### src/rtl/gbnr_pkg.sv
package gbnr_pkg;

	localparam int HISTORY_DEPTH = 20;

	localparam int WORD_W      = 16;
	localparam int SEQ_W       = 31;
	localparam int S_TDATA_W   = 48;
	localparam int M_TDATA_W   = 32;

	localparam logic [WORD_W-1:0] SUM_OK    = 16'hFFFF;
	localparam logic [SEQ_W-1:0]  SEQ_RESET = 31'd1;

	// input item kinds, carried on tuser
	localparam logic KIND_WORD = 1'b0;
	localparam logic KIND_END  = 1'b1;

	typedef enum logic [1:0] {
		ST_IDLE,
		ST_FETCH,
		ST_EMIT
	} state_t;

	typedef struct packed {
		logic acc_add;
		logic acc_clear;
		logic ack_load;
		logic rep_start;
		logic rep_load;
	} cmd_t;

	typedef struct packed {
		logic valid_pkt;
		logic in_order;
		logic hist_empty;
		logic out_free;
		logic rep_last;
	} status_t;

endpackage

### src/rtl/gbnr_ctrl.sv
module gbnr_ctrl (
	input  logic                clk,
	input  logic                arst_n,
	input  logic                s_tvalid,
	input  logic                s_kind,
	output logic                s_tready,
	input  gbnr_pkg::status_t   status,
	output gbnr_pkg::cmd_t      cmd
);

	gbnr_pkg::state_t state_q, state_d;
	logic fire;

	always_ff @(posedge clk or negedge arst_n) begin
		if (!arst_n) begin
			state_q <= gbnr_pkg::ST_IDLE;
		end else begin
			state_q <= state_d;
		end
	end

	always_comb begin
		state_d  = state_q;
		cmd      = '0;
		s_tready = 1'b0;
		fire     = 1'b0;
		case (state_q)
			gbnr_pkg::ST_IDLE: begin
				s_tready = status.out_free;
				fire     = s_tvalid && status.out_free;
				if (fire) begin
					if (s_kind == gbnr_pkg::KIND_WORD) begin
						cmd.acc_add = 1'b1;
					end else begin
						cmd.acc_clear = 1'b1;
						if (status.valid_pkt) begin
							if (status.in_order) begin
								cmd.ack_load = 1'b1;
							end else if (!status.hist_empty) begin
								cmd.rep_start = 1'b1;
								state_d       = gbnr_pkg::ST_FETCH;
							end
						end
					end
				end
			end
			// wait state for the registered history read
			gbnr_pkg::ST_FETCH: begin
				state_d = gbnr_pkg::ST_EMIT;
			end
			gbnr_pkg::ST_EMIT: begin
				if (status.out_free) begin
					cmd.rep_load = 1'b1;
					state_d      = status.rep_last ? gbnr_pkg::ST_IDLE : gbnr_pkg::ST_FETCH;
				end
			end
			default: begin
				state_d = gbnr_pkg::ST_IDLE;
			end
		endcase
	end

endmodule

### src/rtl/gbnr_dp.sv
module gbnr_dp #(
	parameter int HISTORY_DEPTH = gbnr_pkg::HISTORY_DEPTH
) (
	input  logic                              clk,
	input  logic                              arst_n,
	input  logic [gbnr_pkg::S_TDATA_W-1:0]    s_tdata,
	input  gbnr_pkg::cmd_t                    cmd,
	output gbnr_pkg::status_t                 status,
	input  logic                              m_tready,
	output logic                              m_tvalid,
	output logic [gbnr_pkg::M_TDATA_W-1:0]    m_tdata,
	output logic                              m_tuser,
	output logic                              m_tlast
);

	localparam int PTR_W = (HISTORY_DEPTH > 1) ? $clog2(HISTORY_DEPTH) : 1;
	localparam int CNT_W = $clog2(HISTORY_DEPTH + 1);
	localparam logic [PTR_W-1:0] LAST_PTR = PTR_W'(HISTORY_DEPTH - 1);
	localparam logic [PTR_W:0]   DEPTH_X  = (PTR_W + 1)'(HISTORY_DEPTH);
	localparam logic [CNT_W-1:0] CNT_FULL = CNT_W'(HISTORY_DEPTH);
	localparam logic [CNT_W-1:0] CNT_ONE  = CNT_W'(1);

	logic [gbnr_pkg::WORD_W-1:0] word;
	logic [gbnr_pkg::SEQ_W-1:0]  seq;
	logic                        has_payload;

	logic [gbnr_pkg::WORD_W-1:0] acc_q;
	logic [gbnr_pkg::SEQ_W-1:0]  exp_q;
	logic [PTR_W-1:0]            wr_q;
	logic [PTR_W-1:0]            rd_q;
	logic [CNT_W-1:0]            cnt_q;
	logic [CNT_W-1:0]            rem_q;

	logic [gbnr_pkg::SEQ_W-1:0]  mem [HISTORY_DEPTH];
	logic [gbnr_pkg::SEQ_W-1:0]  rd_data_q;

	logic                        out_valid_q;
	logic [gbnr_pkg::SEQ_W-1:0]  out_ack_q;
	logic                        out_rep_q;
	logic                        out_last_q;

	logic [gbnr_pkg::WORD_W:0]   sum;
	logic [gbnr_pkg::WORD_W-1:0] acc_next;
	logic [PTR_W:0]              wr_ext;
	logic [PTR_W:0]              cnt_ext;
	logic [PTR_W:0]              start_ext;
	logic                        out_free;

	assign word        = s_tdata[15:0];
	assign seq         = s_tdata[46:16];
	assign has_payload = s_tdata[47];

	// ones' complement add: end-around carry cannot carry again
	assign sum      = {1'b0, acc_q} + {1'b0, word};
	assign acc_next = sum[gbnr_pkg::WORD_W-1:0] + {{(gbnr_pkg::WORD_W-1){1'b0}}, sum[gbnr_pkg::WORD_W]};

	// oldest entry: wr - cnt modulo depth
	assign wr_ext    = {1'b0, wr_q};
	assign cnt_ext   = (PTR_W + 1)'(cnt_q);
	assign start_ext = (wr_ext >= cnt_ext) ? (wr_ext - cnt_ext) : (wr_ext + DEPTH_X - cnt_ext);

	assign out_free = !out_valid_q || m_tready;

	assign status.valid_pkt  = (acc_q == gbnr_pkg::SUM_OK) && has_payload;
	assign status.in_order   = (seq == exp_q);
	assign status.hist_empty = (cnt_q == '0);
	assign status.out_free   = out_free;
	assign status.rep_last   = (rem_q == CNT_ONE);

	always_ff @(posedge clk or negedge arst_n) begin
		if (!arst_n) begin
			acc_q <= '0;
			exp_q <= gbnr_pkg::SEQ_RESET;
			wr_q  <= '0;
			cnt_q <= '0;
			rd_q  <= '0;
			rem_q <= '0;
		end else begin
			if (cmd.acc_add) begin
				acc_q <= acc_next;
			end else if (cmd.acc_clear) begin
				acc_q <= '0;
			end
			if (cmd.ack_load) begin
				exp_q <= exp_q + 1'b1;
				wr_q  <= (wr_q == LAST_PTR) ? '0 : wr_q + 1'b1;
				if (cnt_q != CNT_FULL) begin
					cnt_q <= cnt_q + 1'b1;
				end
			end
			if (cmd.rep_start) begin
				rd_q  <= start_ext[PTR_W-1:0];
				rem_q <= cnt_q;
			end else if (cmd.rep_load) begin
				rd_q  <= (rd_q == LAST_PTR) ? '0 : rd_q + 1'b1;
				rem_q <= rem_q - 1'b1;
			end
		end
	end

	always_ff @(posedge clk) begin
		if (cmd.ack_load) begin
			mem[wr_q] <= exp_q;
		end
		rd_data_q <= mem[rd_q];
	end

	always_ff @(posedge clk or negedge arst_n) begin
		if (!arst_n) begin
			out_valid_q <= 1'b0;
		end else if (cmd.ack_load || cmd.rep_load) begin
			out_valid_q <= 1'b1;
		end else if (m_tready) begin
			out_valid_q <= 1'b0;
		end
	end

	always_ff @(posedge clk) begin
		if (cmd.ack_load) begin
			out_ack_q  <= exp_q;
			out_rep_q  <= 1'b0;
			out_last_q <= 1'b1;
		end else if (cmd.rep_load) begin
			out_ack_q  <= rd_data_q;
			out_rep_q  <= 1'b1;
			out_last_q <= (rem_q == CNT_ONE);
		end
	end

	assign m_tvalid = out_valid_q;
	assign m_tdata  = {1'b0, out_ack_q};
	assign m_tuser  = out_rep_q;
	assign m_tlast  = out_last_q;

endmodule

### src/rtl/go_back_n_receiver_with_ack_replay.sv
// Channel   Direction  tdata (low bit up)                      tuser       tlast
// s_axis    in         word[15:0] seq[46:16] has_payload[47]   kind        -
// m_axis    out        ack_number[30:0], zero[31]              is_replay   last
//
// Packet words and end beats are taken one a cycle while idle and the output register is free.
// A valid in-order end beat puts its ACK in the output register in the same cycle.
// A replay steps through FETCH (registered history read) and EMIT (load) for each remembered
// ACK, oldest first, during which s_axis_tready is low.
// Reset sets the expected number to 1 and empties the history; no clearing pass.
// A stalled m_axis holds its beat; outside a replay, s_axis waits only if that beat is not taken.
module go_back_n_receiver_with_ack_replay #(
	parameter int HISTORY_DEPTH = gbnr_pkg::HISTORY_DEPTH
) (
	input  logic                              clk,
	input  logic                              arst_n,
	input  logic                              s_axis_tvalid,
	output logic                              s_axis_tready,
	input  logic [gbnr_pkg::S_TDATA_W-1:0]    s_axis_tdata,   // word, seq, has_payload
	input  logic                              s_axis_tuser,   // kind
	output logic                              m_axis_tvalid,
	input  logic                              m_axis_tready,
	output logic [gbnr_pkg::M_TDATA_W-1:0]    m_axis_tdata,   // ack_number
	output logic                              m_axis_tuser,   // is_replay
	output logic                              m_axis_tlast
);

	gbnr_pkg::cmd_t    cmd;
	gbnr_pkg::status_t status;

	gbnr_ctrl u_ctrl (
		.clk      (clk),
		.arst_n   (arst_n),
		.s_tvalid (s_axis_tvalid),
		.s_kind   (s_axis_tuser),
		.s_tready (s_axis_tready),
		.status   (status),
		.cmd      (cmd)
	);

	gbnr_dp #(
		.HISTORY_DEPTH (HISTORY_DEPTH)
	) u_dp (
		.clk      (clk),
		.arst_n   (arst_n),
		.s_tdata  (s_axis_tdata),
		.cmd      (cmd),
		.status   (status),
		.m_tready (m_axis_tready),
		.m_tvalid (m_axis_tvalid),
		.m_tdata  (m_axis_tdata),
		.m_tuser  (m_axis_tuser),
		.m_tlast  (m_axis_tlast)
	);

endmodule

### config.mk
export PLATFORM = sky130hd
export DESIGN_NAME = go_back_n_receiver_with_ack_replay
export DESIGN_NICKNAME = d
export VERILOG_FILES = /design/src/rtl/gbnr_pkg.sv /design/src/rtl/gbnr_ctrl.sv /design/src/rtl/gbnr_dp.sv /design/src/rtl/go_back_n_receiver_with_ack_replay.sv
export SDC_FILE = /design/constraint.sdc
export NUM_CORES = 1
export LEC_CHECK = 0
export ABC_AREA = 1
export BUFFER_PORTS_ARGS = -buffer_cell sky130_fd_sc_hd__buf_2
export CORE_ASPECT_RATIO = 1.1
export CORE_MARGIN = 2
export CORE_UTILIZATION = 41
export CTS_BUF_LIST = sky130_fd_sc_hd__clkbuf_16
export DETAILED_ROUTE_END_ITERATION = 7
export PLACE_DENSITY = 0.69
export SLEW_MARGIN = 20
export SYNTH_ARGS = -nofsm -noshare
export SYNTH_HDL_FRONTEND = slang
export SYNTH_SLANG_ARGS = --single-unit
### constraint.sdc
create_clock -name clk -period 4.5 [get_ports clk]
set_input_delay 0.225 -clock clk [delete_from_list [all_inputs] [get_ports clk]]
set_output_delay 0.225 -clock clk [all_outputs]
set_load 0.01 [all_outputs]
======== Word-level counts from Yosys, hierarchy flattened ========
Memories as Yosys holds them, arrays and structs flattened. A register that Yosys moved wholly into a read port is not among the register bits.
Cells that the tools add are included.
storage, ports and cells
  flip-flop bits (word level) ............. 103
  bits in latches ......................... 0
  bits in writable memories ............... 620
  memory bits (read-only) ................. 0
  input port bits ......................... 53
  output and inout bits ................... 36
  memories ................................ 1
cells by class
  $add $sub $neg .......................... 10
  multiply operators ...................... 0
  div/mod/pow operators ................... 0
  $lt $le $gt $ge ......................... 1
  equal/unequal tests ..................... 14
  shift operators ......................... 0
  mux-type cells .......................... 34
  bitwise gates (word level) .............. 0
  reduce and logical (&&, ||, !) cells .... 13
memories
  name      depth  bits a word  rd ports  clocked after Yosys merged registers in  wr ports  RTL line       source
  u_dp.mem  20     31           1         1                                        1         gbnr_dp.sv:34  logic [gbnr_pkg::SEQ_W-1:0] mem [HISTORY_DEPTH];
operators by type and width
  operator                 number
  $mux W31                 2
  $mux W5                  7
  $mux W16                 2
  $add A31 B1 Y31 const B  1
  $eq A31 B31 Y1           1
  $add A16 B16 Y17         1
  $add A16 B1 Y16          1
  $eq A16 B16 Y1 const B   1
  $add A5 B1 Y5 const B    3
  $mux W2                  7
  $mux W1                  12
  $eq A5 B5 Y1 const B     2
  $sub A5 B5 Y5            2
  $mux W4                  2
  $ne A2 B2 Y1 const B     4
  $reduce_bool A2 Y1       4
  $pmux W2 S3              1
  $reduce_and A6 Y1        1
  $add A5 B5 Y5 const B    1
  $eq A5 B1 Y1 const B     1
  $ge A5 B5 Y1             1
  $logic_not A5 Y1         1
  $ne A5 B5 Y1 const B     1
  $sub A5 B1 Y5 const B    1
  9 further kinds          12

======== Logic depth before layout (Yosys ltp) ========
Gate-level depths: netlist of the first run.
  depth after elaboration ................. 9
  mapped depth ............................ 21

======== Hierarchy ========
From an unflattened synthesis of the first run, not the netlist that was laid out.
second synthesis, totals
  cell total of the unflattened synthesis .. 2548
  area total of the unflattened synthesis .. 31373.8 µm²
by module, submodules not included
  module     times used  cells each  area an instance (µm²)  seq. area each (µm²)
  gbnr_dp    1           2524        31213.7                 21912.3
  gbnr_ctrl  1           24          160.2                   50.0

======== Worst setup path after synthesis of the first run ========
Ideal clock, no wire load.
  kind .................................... register to register
  from .................................... reg u_dp.exp_q[19] (netlist bit)
  to ...................................... mem u_dp.mem[15][0] (netlist bit), enable pin
  library setup time ...................... 0.458 ns
  arrival time ............................ 3.776 ns
  required time ........................... 4.042 ns
  path slack .............................. 0.266 ns
  cell stages (with the launch flop) ...... 11
  period minus slack after synthesis ...... 4.234 ns
  cell sequence ........................... dfrtp_1 buf_2 xnor2_1 nand2_1 nor3_2 nand2_1 nor2_4 nand3_2 inv_2 nand3_1 nor3_1
on the way
  word-level cells in the longest chain between the ends .. 8
RTL lines
  what                           RTL line         source
  start: declaration             gbnr_dp.sv:28    logic [gbnr_pkg::SEQ_W-1:0] exp_q;
  start signal: assignment       gbnr_dp.sv:73    exp_q <= gbnr_pkg::SEQ_RESET;
  start signal: assignment       gbnr_dp.sv:85    exp_q <= exp_q + 1'b1;
  $eq A31 B31 Y1                 gbnr_dp.sv:65    assign status.in_order = (seq == exp_q);
  $mux W1                        gbnr_ctrl.sv:37  if (status.in_order) begin
  $mux W2                        gbnr_ctrl.sv:36  if (status.valid_pkt) begin
  $mux W3                        gbnr_ctrl.sv:32  if (s_kind == gbnr_pkg::KIND_WORD) begin
  $mux W4                        gbnr_ctrl.sv:31  if (fire) begin
  $mux W4                        gbnr_ctrl.sv:27  case (state_q)
  $mux W1                        gbnr_dp.sv:102   if (cmd.ack_load) begin
  $mux W1 (not written as such)  gbnr_dp.sv:103   mem[wr_q] <= exp_q;
  end: declaration               gbnr_dp.sv:34
Every way passes these cells.

======== Worst setup path in the final report of the first run ========
  from .................................... reg u_dp.exp_q[0] (netlist bit)
  to ...................................... mem u_dp.mem[14][25] (netlist bit), enable pin
The elaborated chain is that of the path after synthesis.

==> impl_metrics.ini, run 1 <==
[outcome]
status = completed

[worst_setup_path]
critPathRequiredTime_ns = 4.79
r2r_start = u_dp.exp_q[0]
critical_path_class = flip-flop to flip-flop
path_max_fanout = 26
crit_arrival_ns = 3.96
r2r_end = u_dp.mem[14][25]
reg2reg_depth = 10
crit_start = u_dp.exp_q[0]
r2r_setup_slack_ns = 0.82
start_kind = flip-flop
end_kind = flip-flop

[floorplan]
fp-row-count = 107
boundaryPins = 89
start_util_pct = 41.2
chipWidth_um = 270
chipHeight_um = 296
core-area_um2 = 77200
fp.dieArea_um2 = 80000

[synth]
post_synth_xor_area_fraction_pct = 2.03
seq_area_frac_synth_pct = 68.9
synthCells = 2723
synthesis.area_um2 = 31900
synthMuxAreaShare_pct = 0
synth_edf_count = 651
synth-simple-area-share_pct = 12.8
synth_top_area_share_pct = 61.4
syn-mean-instance-area_um2 = 11.7
synth.distinct_cells = 47
ys.warnings.count = 0
synth-compound-area-share_pct = 11.0
ys.flop_type = edfxtp_1
synthTopCellsByArea = edfxtp_1 (61%), dfrtp_1 (5.4%), nand2_1 (5.3%)
synthAdderAreaFrac_pct = 1.77
syn_nets = 2818
synth_top_area_cell = edfxtp_1
synth_top_family_by_area = simple AND/OR/NAND/NOR gates
ys_ff_latch = 754
synth-async-reset-ratio_pct = 9.28

[cts]
htree_levels = 3
cts_made_buffers = 71
clk_pin_slew_ns = 0.07
cts_tree = built
cts_setup_buffers = 0
cts_buffer_depth = 3
clockRootBuffer = clkbuf_16
clock-sinks = 754
worstSkewPairLatency_ns = 0.64

[detailed_routing]
drt_iter0_markers = 2462
drt-wirelength-per-cell_um = 22.1
dr.pass1.iters = 7
drc = 0
drt_wl_total_um = 86000
vias = 21847
vias_per_cell = 5.60
antenna_left = 0

[worst_hold_path]
hold_depth = 5
min_from = s_axis_tuser
whs_endpoint = u_dp.acc_q[0]
hold_class = input pin to flip-flop

[timing]
skew_ns = 0.0339
slew_violations = 0
period_needed_ns = 3.68
tns_ns = 0
fmax_mhz = 272
setup-violations-final = 0
tightest_slew_ns = 0.915
rsz0062_at_grt = no
fin_crit_sh_pct = 81.7
hold_viol = 0
relSlewSlack_pct = 38.8

[placement]
place.gp.congestion = 0.926
portBuffers = 87
place_area_um2 = 33800
hpwl_um = 53600

[pwr]
p_leak_nw = 14.2
ir_drop_uv = 295
power_density_nw_per_um2 = 396

[global_routing]
grt_pass1_vias = 21110
grt_usage_pct = 21.2
grt_max_degree = 172
overflow = 0
antenna_found_initial = 1
grt_pass1_wl_um = 129000

[finish]
flow.area_growth_from_synthesis_pct = 13.6
drive_gt1_share_pct = 10.9
mostFrequentLayoutCells = edfxtp_1 (651), nand2_1 (447), nor2_1 (346)
final_area_um2 = 36200
fill_cells = 6799
seq_area_um2 = 22000
multiInputGateArea_um2 = 8940
nets = 2903
num_antenna_cells = 0
mostFrequentLayoutCell = edfxtp_1

[flow_run]
max-cap-violations = 0
## worst max-delay path: stages (launching register included)
cell and delay, ns:
dfstp_2 0.84, xnor2_1 0.17, nand2_1 0.06, nor2_1 0.15
nand3_1 0.10, nor2_2 0.16, nand3_2 0.11, inv_2 0.37
nand2_1 0.42, nor2_4 0.49, buf_4 0.44
## metal layers
| metal | up-vias | track usage (%) | wire length (um) |
|---|---|---|---|
| met1 | 10745 | 28.4 | 34700 |
| met3 | 150 | 3.16 | 7110 |
| met2 | 982 | 35.5 | 41900 |
| met4 | 4 | 7.11 | 2360 |
| met5 | - | 0 | 33 |
| li1 | 9966 | - | - |
## how the worst max path moves through the flow
| stage | to | slack [ns] | cells after the start |
|---|---|---|---|
| 2_1_floorplan | u_dp.mem[15][0] | 0.27 | 10 |
| 3_3_place_gp | u_dp.mem[9][25] | 0.97 | 10 |
| 6_report | u_dp.mem[14][25] | 0.82 | 10 |
| 3_5_place_dp | u_dp.mem[14][19] | 0.87 | 10 |
| 5_1_grt | u_dp.acc_q[15] | 0.51 | 21 |
| 4_1_cts | u_dp.mem[14][25] | 0.87 | 10 |
## logic make-up after synthesis
group	count (synthesis)
flip-flops	754
AND/OR/NAND/NOR	992
buffers and inverters	279
AO/OA/AOI/OAI	581
other	1
XOR/XNOR	74
adder cells (fa/ha/maj)	42
## cell type report
type	instances	area share (%)
multi-input cells	1690	24.7
inverters	122	1.30
flip-flops and latches	754	60.7
clock inverters	58	1.43
clock buffers	73	5.04
well taps	1035	3.58
repair buffers	169	3.27
## stage by stage
stage	setup WS, ns	util (%)	total power (W)	instances	hold WS, ns
final	0.823	46.9	0.0143	3901	0.0634
after global routing	0.505	46.9	0.0147	3901	0.105
after CTS	0.867	46.9	0.0144	3901	0.0263
after detailed placement	0.867	43.8	0.00838	3768	0.252
after global placement	0.971	43.8	0.00838	3768	0.249
after floorplan	0.266	-	0.00818	2723	-0.0706
## what timing repair did
item | 4_1_cts | 5_1_grt
gates resized for setup | 0 | 0
hold buffers | 2 | 0
hold endpoints to repair | 40 | 0
## sequential cells by signal (all words and copies together), names as in the netlist, 2 cells and up
name / cells
u_dp.exp_q: 31
u_dp.rd_data_q: 31
u_dp.rem_q: 5
u_dp.mem: 620
u_dp.wr_q: 5
u_dp.acc_q: 16
u_dp.cnt_q: 5
u_dp.out_ack_q: 31
u_ctrl.state_q: 2
u_dp.rd_q: 5
## synthesized netlist by cell type, types with 2 or more instances
master,n
buf_4,2
edfxtp_1,651
o21ai_0,300
o32ai_1,2
a32o_1,32
o21ai_1,6
ha_1,37
inv_1,118
dfxtp_1,33
clkbuf_1,114
o221ai_1,49
nor3_2,3
xnor2_1,22
a21oi_1,71
o211ai_1,9
nand3_1,90
buf_2,29
nand3b_1,5
clkinv_1,2
nor2_2,4
a32oi_1,25
nor2_1,366
buf_6,4
dfrtp_1,69
nand4_1,31
nand2_1,448
o22ai_1,79
xor2_1,52
o21bai_1,2
fa_1,5
nor3_1,29
nor4_1,11
buf_1,8
inv_2,2
## power by group
part           internal (W)  switching (W)
Clock               0.00343        0.00265
Combinational      0.000226       0.000443
Sequential          0.00753      0.0000485
Note: power is estimated with default switching activity, not from simulation.
==> run 2, diff against run 1 <==
ABC_AREA = 0   (was 1)
PLACE_DENSITY = 0.67   (was 0.69)
clock period = 3.6 ns   (was 4.5 ns; I/O delays follow)
==> run 2 against run 1 <==
Net effect:
- area after synthesis decreased by 4.4%
- cell area increased by 1.1%
- die area decreased by 4.4%
- critical path depth increased by 11
- largest cell class unchanged
- the flow now finishes with violations (setup timing)
- first-iteration DRC count decreased by 38%
- worst hold slack improved by 0.021 ns
- maximum frequency decreased by 16%
- clock power increased by 33%
- non-clock buffer count increased by 101
- via count decreased by 26%
==> impl_metrics.ini, run 2 <==
[outcome]
status = finished with violations
violations = setup timing

[timing]
setup-violations-final = 7
slew_violations = 0
tightest_slew_ns = 0.953
worst_slack_ns = -0.775
hold_ws_ns = 0.0842
fmax_mhz = 229
period_needed_ns = 4.37
skew_ns = 0.0262
relSlewSlack_pct = 36.2
hold_viol = 0
fin_crit_sh_pct = 122
rsz0062_at_grt = yes

[global_routing]
grt_pass1_wl_um = 109000
antenna_found_initial = 1
grt_pass1_vias = 16968
overflow = 0
grt_max_degree = 65
grt_usage_pct = 19.4

[worst_setup_path]
path_depth = 21
crit_buf_inv = 1
critical_path_class = flip-flop to flip-flop
crit_start = u_dp.acc_q[0]
end_kind = flip-flop
slowest_stage = or4_4
crit_arrival_ns = 4.88
r2r_setup_slack_ns = -0.77
max_stage_delay_ns = 0.52
r2r_end = u_dp.acc_q[15]
start_kind = flip-flop
path_delay_family = simple AND/OR/NAND/NOR gates
r2r_start = u_dp.acc_q[0]
reg2reg_depth = 21
worstPathCellList = ha_2 > inv_2 > fa_2 > nor2b_4 > o31a_1 > o211a_1 > a31oi_4 > o21a_1 > nor2b_1 > o21ai_1 > nand2b_1 > ha_2 > nor2b_4 > nor2b_4 > nand3_2 > nor3_2 > and4bb_1 > nand4b_1 > o31a_1 > or4_4 > a32o_1
path_max_fanout = 3
crit_path_end = u_dp.acc_q[15]
critPathRequiredTime_ns = 4.10
cpMostUsedCell = nor2b_4

[floorplan]
boundaryPins = 89
fp.dieArea_um2 = 76500
fp-row-count = 104
start_util_pct = 41.5
chipHeight_um = 290
core-area_um2 = 73400
chipWidth_um = 264

[synth]
ys.warnings.count = 0
syn-mean-instance-area_um2 = 18.9
synth-async-reset-ratio_pct = 9.28
synthTopCellsByArea = edfxtp_1 (64%), mux4_2 (14%), dfrtp_1 (5.7%)
synth_top_area_share_pct = 64.2
synthesis.area_um2 = 30500
syn_nets = 1708
synth_common_cells = edfxtp_1 (651), mux4_2 (186), nand2_1 (145)
synth_edf_count = 651
ys.flop_type = edfxtp_1
yosysMostFrequentCell = edfxtp_1
ys_ff_latch = 754
synth.distinct_cells = 70
synthCells = 1613
synth_top_area_cell = edfxtp_1
seq_area_frac_synth_pct = 72.1

[worst_hold_path]
hold_class = input pin to flip-flop

[finish]
flow.area_growth_from_synthesis_pct = 20.2
fill_cells = 5955
utilization_pct = 49.9
drive_gt1_share_pct = 33.6
mostFrequentLayoutCells = edfxtp_1 (651), mux4_2 (186), nand2_1 (142)
stdcell_count = 2916
nets = 1992
top_register = u_dp.mem
largest_register_ffs = 620
mostFrequentLayoutCell = edfxtp_1

[detailed_routing]
drt-wirelength-per-cell_um = 25.1
drt_wl_total_um = 73200
drc = 0
vias_per_cell = 5.55
dr.pass1.iters = 5
drt_iter0_markers = 1516
vias = 16192
antenna_left = 0

[cts]
worstSkewPairLatency_ns = 0.62
cts_tree = built
clk_pin_slew_ns = 0.06
cts_made_buffers = 77
cts_buffer_depth = 3
clock-sinks = 754
htree_levels = 3
clockRootBuffer = clkbuf_16

[placement]
place_inst = 2756
hpwl_um = 43700
place.gp.congestion = 0.870
portBuffers = 87
dp_worst_setup_slack_ns = -0.883

[pwr]
ir_drop_uv = 400
power_density_nw_per_um2 = 589
p_total_w = 0.0216
p_leak_nw = 14.3

[flow_run]
max-cap-violations = 0
-- run 2: cell count changes in the layout (fill, tap and decap cells not counted), sizes merged, moves of 78 or more --
cell | before | now
inv | 139 | 52
nor2 | 371 | 48
nand2 | 449 | 145
mux4 | 0 | 186
o21ai | 306 | 24
o22ai | 79 | 1
buf | 167 | 267
-- run 2: logic make-up (layout without fill, tap and decap cells) --
logic type	Yosys count	after routing	share of synthesized area [%]
xor+xnor	92	92	2.65
flops	754	754	72.1
buf+inv	94	442	1.18
other cells	1	2	0.0123
simple gates	313	313	4.88
mux	220	220	15.0
compound gates	97	97	2.32
fa+ha+maj	42	42	1.85
-- run 2: repair_timing --
item,CTS,global route
endpoints found under the hold margin,54,0
gates resized for setup,7,13
endpoints found under the setup margin,9,11
pin swaps,11,5
buffers inserted,11,7
hold buffers,3,0
-- run 2: worst min path at each step --
stage / from / endpoint / slack (ns) / depth (start not counted)
global placement: arst_n / u_dp.exp_q[22] / 0.28 / 1
global route: s_axis_tvalid / u_dp.acc_q[7] / 0.14 / 5
CTS: s_axis_tvalid / u_dp.acc_q[7] / 0.06 / 5
detailed placement: arst_n / u_dp.exp_q[22] / 0.30 / 1
floorplan: arst_n / u_ctrl.state_q[0] / -0.12 / 0
finish: s_axis_tvalid / u_dp.acc_q[7] / 0.08 / 5
-- run 2: per-layer routing --
layer | global-route usage [%] | vias up | share of wire, %
li1 | - | 7008 | -
met1 | 26.3 | 8436 | 41
met3 | 3.87 | 105 | 7.5
met2 | 31.8 | 643 | 49
met5 | 0 | - | 0
met4 | 5.46 | 0 | 2.0
-- run 2: cell type report --
cell class | count | area (um^2) | share of cell area (%)
Antenna cell | 1 | 2.50 | 0.00684
Clock buffer | 80 | 2000 | 5.47
Clock inverter | 63 | 584 | 1.60
Inverter | 29 | 109 | 0.297
Multi-Input combinational cell | 765 | 8420 | 23.0
Sequential cell | 754 | 22000 | 60.0
Tap cell | 954 | 1190 | 3.26
Timing Repair Buffer | 270 | 2330 | 6.36
-- run 2: worst register-to-register path: stages, from the launching register on --
cell      delay [ns]
dfrtp_1         0.35
ha_2            0.19
inv_2           0.04
fa_2            0.37
nor2b_4         0.13
o31a_1          0.16
o211a_1         0.23
a31oi_4         0.11
o21a_1          0.20
nor2b_1         0.15
o21ai_1         0.08
nand2b_1        0.10
ha_2            0.17
nor2b_4         0.13
nor2b_4         0.16
nand3_2         0.08
nor3_2          0.13
and4bb_1        0.25
nand4b_1        0.17
o31a_1          0.32
or4_4           0.52
a32o_1          0.23
-- run 2: per-stage QoR --
step | setup TNS [ns] | cell area, um^2
5_1_grt | -4.01 | 36600
3_5_place_dp | -2.70 | 33800
3_3_place_gp | -2.12 | 33800
4_1_cts | -2.40 | 36500
6_report | -2.30 | 36600
2_1_floorplan | -0.883 | 30600
-- run 2: report_power, final --
part	internal (W)	switching, W	total [W]
clock network	0.00477	0.00333	0.00810
registers	0.00951	0.000220	0.00973
logic	0.00173	0.00202	0.00374
